File: config.mk
export PLATFORM = sky130hd
export DESIGN_NAME = udp_checksum_with_pseudo_header_unit
export DESIGN_NICKNAME = d
export VERILOG_FILES = /design/src/rtl/udpck_pkg.sv /design/src/rtl/udp_checksum_with_pseudo_header_unit.sv
export SDC_FILE = /design/constraint.sdc
export NUM_CORES = 1
export LEC_CHECK = 0
export BUFFER_PORTS_ARGS = -buffer_cell sky130_fd_sc_hd__buf_2
export CORE_MARGIN = 2
export CORE_UTILIZATION = 49
export CTS_CLUSTER_SIZE = 16
export DETAILED_ROUTE_END_ITERATION = 10
export PLACE_DENSITY = 0.68
export SETUP_SLACK_MARGIN = 0.5
export SYNTH_ARGS = -nofsm -noshare
export SYNTH_HDL_FRONTEND = slang
export SYNTH_SLANG_ARGS = --single-unit
File: constraint.sdc
create_clock -name clk_i -period 5.25 [get_ports clk_i]
set_input_delay 0.7875 -clock clk_i [delete_from_list [all_inputs] [get_ports clk_i]]
set_output_delay 0.7875 -clock clk_i [all_outputs]
set_load 0.05 [all_outputs]
File: src/rtl/udpck_pkg.sv
// ----------------------------------------------------------------------------
// udpck_pkg: shared constants for the UDP checksum unit
// Widths and IPv4/UDP header positions for the checksum data path.
// ----------------------------------------------------------------------------
package udpck_pkg;

  localparam int unsigned WordW = 16;
  localparam int unsigned SumW  = 32;
  localparam int unsigned PosW  = 11;

  localparam logic [PosW-1:0] HdrWords   = PosW'(10);
  localparam logic [PosW-1:0] AddrFirst  = PosW'(6);
  localparam logic [PosW-1:0] UdpLenPos  = PosW'(12);
  localparam logic [PosW-1:0] UdpCsumPos = PosW'(13);
  localparam logic [PosW-1:0] PosMax     = {PosW{1'b1}};

  localparam logic [SumW-1:0]  UdpProto  = SumW'(17);
  localparam logic [WordW-1:0] HighByteMask = 16'hFF00;

  localparam int unsigned MaxSegmentBytesDef = 1500;

endpackage

File: src/rtl/udp_checksum_with_pseudo_header_unit.sv
// ----------------------------------------------------------------------------
// udp_checksum_with_pseudo_header_unit: UDP checksum over an IPv4 packet
// Sums addresses, protocol, UDP length and segment words; emits the folded,
// complemented checksum at the end of each packet.
// ----------------------------------------------------------------------------
// The block takes one 16-bit packet word per cycle, starting at a 20-byte
// IPv4 header, and can sustain one item every clock unless output back-pressure
// fills the queue. A result item is offered after the packet's last item leaves
// the input register: the accumulate stage registers the finished sum, then the
// output register takes it folded and complemented. Only the last
// item of a packet produces a result; the checksum is not remapped from 0 to
// 0xFFFF. Segment words at or past MAX_SEGMENT_BYTES from the UDP header
// start are ignored. Input ready stays high while a result waits, as long as
// no second finished packet is queued behind it.
module udp_checksum_with_pseudo_header_unit #(
  parameter int unsigned MAX_SEGMENT_BYTES = udpck_pkg::MaxSegmentBytesDef
) (
  input  logic                        clk_i,
  input  logic                        rst_ni,
  input  logic                        s_axis_tvalid_i,
  output logic                        s_axis_tready_o,
  input  logic [udpck_pkg::WordW-1:0] s_axis_tdata_i,  // [15:0] data_word
  input  logic                        s_axis_tuser_i,  // [0] single_byte
  input  logic                        s_axis_tlast_i,
  output logic                        m_axis_tvalid_o,
  input  logic                        m_axis_tready_i,
  output logic [udpck_pkg::WordW-1:0] m_axis_tdata_o   // [15:0] checksum
);

  localparam int unsigned WordW = udpck_pkg::WordW;
  localparam int unsigned SumW  = udpck_pkg::SumW;
  localparam int unsigned PosW  = udpck_pkg::PosW;
  localparam logic [PosW-1:0] SegEndPos =
    PosW'(10 + (MAX_SEGMENT_BYTES + 1) / 2);

  logic             in_vld_q, in_single_q, in_last_q;
  logic [WordW-1:0] in_word_q;
  logic [SumW-1:0]  sum_q, sum_d;
  logic [PosW-1:0]  pos_q, pos_d;
  logic             fin_vld_q;
  logic [SumW-1:0]  fin_sum_q, fin_sum_d;
  logic             out_vld_q;
  logic [WordW-1:0] out_csum_q, out_csum_d;

  logic             out_can, fin_adv, in_consume, in_load;
  logic [WordW-1:0] word_m;
  logic [WordW:0]   contrib;
  logic [SumW-1:0]  sum_add;
  logic [WordW:0]   fold1;
  logic [WordW-1:0] fold2;

  assign out_can    = !out_vld_q || m_axis_tready_i;
  assign fin_adv    = fin_vld_q && out_can;
  assign in_consume = in_vld_q && (!in_last_q || !fin_vld_q || out_can);
  assign in_load    = s_axis_tvalid_i && s_axis_tready_o;

  assign s_axis_tready_o = !in_vld_q || in_consume;
  assign m_axis_tvalid_o = out_vld_q;
  assign m_axis_tdata_o  = out_csum_q;

  always_comb begin
    word_m  = in_single_q ? (in_word_q & udpck_pkg::HighByteMask) : in_word_q;
    contrib = '0;
    if (pos_q >= udpck_pkg::AddrFirst && pos_q < udpck_pkg::HdrWords) begin
      contrib = {1'b0, word_m};
    end else if (pos_q >= udpck_pkg::HdrWords && pos_q < SegEndPos) begin
      if (pos_q == udpck_pkg::UdpLenPos) begin
        contrib = {word_m, 1'b0};
      end else if (pos_q != udpck_pkg::UdpCsumPos) begin
        contrib = {1'b0, word_m};
      end
    end
    sum_add   = sum_q + SumW'(contrib);
    fin_sum_d = sum_add + udpck_pkg::UdpProto;
    sum_d     = sum_q;
    pos_d     = pos_q;
    if (in_consume) begin
      if (in_last_q) begin
        sum_d = '0;
        pos_d = '0;
      end else begin
        sum_d = sum_add;
        pos_d = (pos_q == udpck_pkg::PosMax) ? pos_q : pos_q + PosW'(1);
      end
    end
  end

  always_comb begin
    fold1      = {1'b0, fin_sum_q[WordW-1:0]} + {1'b0, fin_sum_q[SumW-1:WordW]};
    fold2      = fold1[WordW-1:0] + WordW'(fold1[WordW]);
    out_csum_d = ~fold2;
  end

  always_ff @(posedge clk_i or negedge rst_ni) begin
    if (!rst_ni) begin
      in_vld_q  <= 1'b0;
      sum_q     <= '0;
      pos_q     <= '0;
      fin_vld_q <= 1'b0;
      out_vld_q <= 1'b0;
    end else begin
      if (in_load) begin
        in_vld_q <= 1'b1;
      end else if (in_consume) begin
        in_vld_q <= 1'b0;
      end
      sum_q <= sum_d;
      pos_q <= pos_d;
      if (in_consume && in_last_q) begin
        fin_vld_q <= 1'b1;
      end else if (fin_adv) begin
        fin_vld_q <= 1'b0;
      end
      if (fin_adv) begin
        out_vld_q <= 1'b1;
      end else if (m_axis_tready_i) begin
        out_vld_q <= 1'b0;
      end
    end
  end

  always_ff @(posedge clk_i) begin
    if (in_load) begin
      in_word_q   <= s_axis_tdata_i;
      in_single_q <= s_axis_tuser_i;
      in_last_q   <= s_axis_tlast_i;
    end
    if (in_consume && in_last_q) begin
      fin_sum_q <= fin_sum_d;
    end
    if (fin_adv) begin
      out_csum_q <= out_csum_d;
    end
  end

  a_end_clears: assert property (@(posedge clk_i) disable iff (!rst_ni)
    in_consume && in_last_q |=> pos_q == '0 && sum_q == '0)
    else $error("state not cleared after packet end");

  a_fin_holds: assert property (@(posedge clk_i) disable iff (!rst_ni)
    fin_vld_q && !out_can |=> fin_vld_q && $stable(fin_sum_q))
    else $error("finished sum lost while output stalled");

  a_ready_busy: assert property (@(posedge clk_i) disable iff (!rst_ni)
    !s_axis_tready_o |-> in_vld_q && in_last_q && fin_vld_q)
    else $error("input stalled without a queued packet end");

  a_pos_sat: assert property (@(posedge clk_i) disable iff (!rst_ni)
    in_consume && !in_last_q && pos_q == udpck_pkg::PosMax
    |=> pos_q == udpck_pkg::PosMax)
    else $error("word position wrapped");

endmodule
==> impl_metrics.py <==
metrics = {
    "finish": {
        "final_util_pct": 60.2,
        "mostFrequentLayoutCells": "edfxtp_1 (66), nand2_1 (59), xnor2_1 (52), dfrtp_1 (45)",
        "fill_cells": 1133,
        "n_antenna_cell": 0,
        "drive_gt1_share_pct": 23.6,
        "final_common_cell": "edfxtp_1",
        "fin_nets": 852,
        "area_growth_syn_to_layout_pct": 19.6,
    },
    "floorplanning": {
        "pin_count": 40,
        "die_area_um2": 16000,
        "die_h_um": 126,
        "core_area_um2": 14600,
        "num_rows": 44,
        "start_util_pct": 50.3,
        "die_w_um": 126,
    },
    "sta": {
        "min_period_ns": 4.67,
        "rsz0062_at_grt": "true",
        "hold_viol": 0,
        "hold_slack_ns": 0.496,
        "skew_ns": 0.00900,
        "setup_viol": 0,
        "finalSetupTns_ns": 0,
        "slew_headroom_pct": 24.8,
        "worstMarginPinSlew_ns": 1.13,
        "fin_crit_sh_pct": 88.9,
        "max_freq_mhz": 214,
        "slew_violations": 0,
    },
    "clock_network": {
        "cts_buffers": 9,
        "cts-root-buf": "clkbuf_16",
        "cts_hold_buf": 0,
        "cts_sinks": 112,
        "clk_latency_ns": 0.36,
        "cts_buffer_depth": 2,
        "htreeDepth": 3,
        "cts.clk_slew.worst_paths_ns": 0.08,
        "cts_tree": "built",
    },
    "synth": {
        "synth_enable_flop_cells": 66,
        "yosys.area.top_type_share_pct": 27.0,
        "avgSynthCellArea_um2": 10.1,
        "synth_top_area_cell": "edfxtp_1",
        "yosys-top-cells-area": "edfxtp_1 (27%), dfrtp_1 (16%), xnor2_1 (7.0%)",
        "synth_compound_area_share_pct": 19.4,
        "async_reset_ff_share_pct": 41.1,
        "yosysSeqAreaShare_pct": 42.7,
        "synth-seq-cells": 112,
        "synth-simple-area-share_pct": 17.3,
        "muxShareOfSynthArea_pct": 0.409,
        "post_synth_num_cell_types": 79,
        "synthFlopType": "edfxtp_1",
        "synth_fa_ha_area_share_pct": 7.37,
        "postSynthCellCount": 727,
        "synth_area_um2": 7340,
        "yosys.area_share.xor_xnor_pct": 10.5,
        "synth_top_family_by_area": "compound AO/OA/AOI/OAI gates",
        "ys_warn_count": 0,
        "syn_nets": 791,
    },
    "place": {
        "hpwl_mm": 12.2,
        "globalplace.congestion": 0.937,
        "io_buffers": 39,
    },
    "worst_setup_path": {
        "end_kind": "register",
        "path_max_fanout": 6,
        "worstPathRequired_ns": 5.36,
        "cp-start-kind": "register",
        "setup.worst_path.class": "register to register",
        "cp.arrival_ns": 4.77,
    },
    "grt": {
        "grt_pass1_vias": 5465,
        "grt_use_total_pct": 21.4,
        "antenna_found_initial": 0,
        "grt_max_degree": 47,
        "grt_pass1_wl_mm": 27.4,
        "grt_overflow": 0,
    },
    "drt": {
        "wire_per_inst_um": 17.6,
        "num_vias": 5907,
        "wirelength_mm": 17.2,
        "drt_first_pass_iters": 5,
        "routed_via_density": 6.05,
        "ant_nets": 0,
        "drt_iter0_markers": 367,
        "drcViolationCount": 0,
    },
    "power_and_ir_drop": {
        "power_density_nw_per_um2": 244,
        "p_leak_nw": 3.54,
        "ir_drop_v": 0.000143,
    },
    "job": {
        "cap_violations": 0,
    },
    "outcome": {
        "status": "complete, no violations",
    },
    "hold_path": {
        "min_path_type": "register to register",
    },
}
layout make-up:
class / count / area [um2] / share of cell area (%)
tap: 184 / 230 / 2.62
timing repair buffer: 76 / 482 / 5.49
multi-input combinational: 570 / 4540 / 51.7
clock inverter: 7 / 97.6 / 1.11
inverter: 19 / 71.3 / 0.812
clock buffer: 9 / 225 / 2.57
sequential: 112 / 3130 / 35.7
cells by family (layout without fill, tap and decap cells):
kind of cell	count (synthesis)	count (layout)
flops	112	112
xor+xnor	86	86
simple gates	237	237
compound gates	202	202
fa+ha+maj	42	42
mux	3	3
buf+inv	45	111
synth_stat cells (11+ instances only):
library cell / instances
inv_1: 19
xnor2_1: 59
a22o_1: 20
nand3_1: 21
a21o_1: 13
nor2_1: 47
o21ai_0: 42
and3_1: 17
nand4_1: 14
ha_1: 40
clkbuf_1: 22
nor3_1: 15
edfxtp_1: 66
xor2_1: 26
nand2_1: 61
dfrtp_1: 46
o31ai_1: 11
a21oi_1: 38
critical path: stages, from the launching register on:
cell	delay (ns)
dfrtp_1	0.41
buf_6	0.13
ha_4	0.15
nor2_4	0.10
nand2_2	0.06
o21ai_2	0.07
a21oi_2	0.08
o32ai_4	0.35
buf_6	0.19
a22oi_2	0.08
nor2_2	0.17
ha_4	0.25
a2111oi_0	0.50
o21ai_1	0.19
a41oi_2	0.28
xnor2_2	0.20
and3_4	0.27
nand2_4	0.06
nor4b_4	0.30
or3b_4	0.42
xnor2_2	0.14
what timing repair did:
action | CTS | global route
endpoints found under the hold margin | 0 | 0
setup endpoints to repair | 13 | 16
cloned | 1 | 0
pin swaps | 11 | 31
setup buffers | 16 | 14
gates resized for setup | 23 | 75
through the flow:
stage	setup WS (ns)	cells	instance area (um2)	power, mW
6_report	0.584	977	8780	2.14
5_1_grt	0.235	977	8780	2.24
4_1_cts	0.467	963	8310	2.13
3_5_place_dp	0.244	930	7730	1.37
3_3_place_gp	0.423	930	7730	1.36
2_1_floorplan	0.505	727	7350	1.29
layer usage:
layer	part of all wire [%]	global-route usage, %
met4	3.7	10.2
met1	44	28.3
met5	0	0
met3	4.3	3.12
met2	48	34.8
final timing paths:
kind	startpoint	cells past startpoint	slack, ns	endpoint
max in group asynchronous	rst_ni	1	3.85	pos_q[1]
min in group asynchronous	rst_ni	1	0.65	pos_q[0]
min reg2reg	sum_q[16]	2	0.50	sum_q[16]
max reg2reg	pos_q[0]	20	0.58	fin_sum_q[29]
max	pos_q[0]	20	0.58	fin_sum_q[29]
min	sum_q[16]	2	0.50	sum_q[16]
state kept, by name, indices dropped and copies added (netlist names):
register / flops
in_vld_q: 1
fin_sum_q: 32
m_axis_tdata_o: 16
pos_q: 11
in_word_q: 16
sum_q: 32
in_single_q: 1
fin_vld_q: 1
m_axis_tvalid_o: 1
in_last_q: 1
power by group:
| group | internal, mW | total, mW | switching (mW) |
|---|---|---|---|
| clock | 0.387 | 0.738 | 0.351 |
| sequential | 0.990 | 1.02 | 0.0285 |
| combinational | 0.146 | 0.385 | 0.240 |
| total | 1.52 | 2.14 | 0.619 |
No activity file was read; power rests on OpenSTA's default activity.
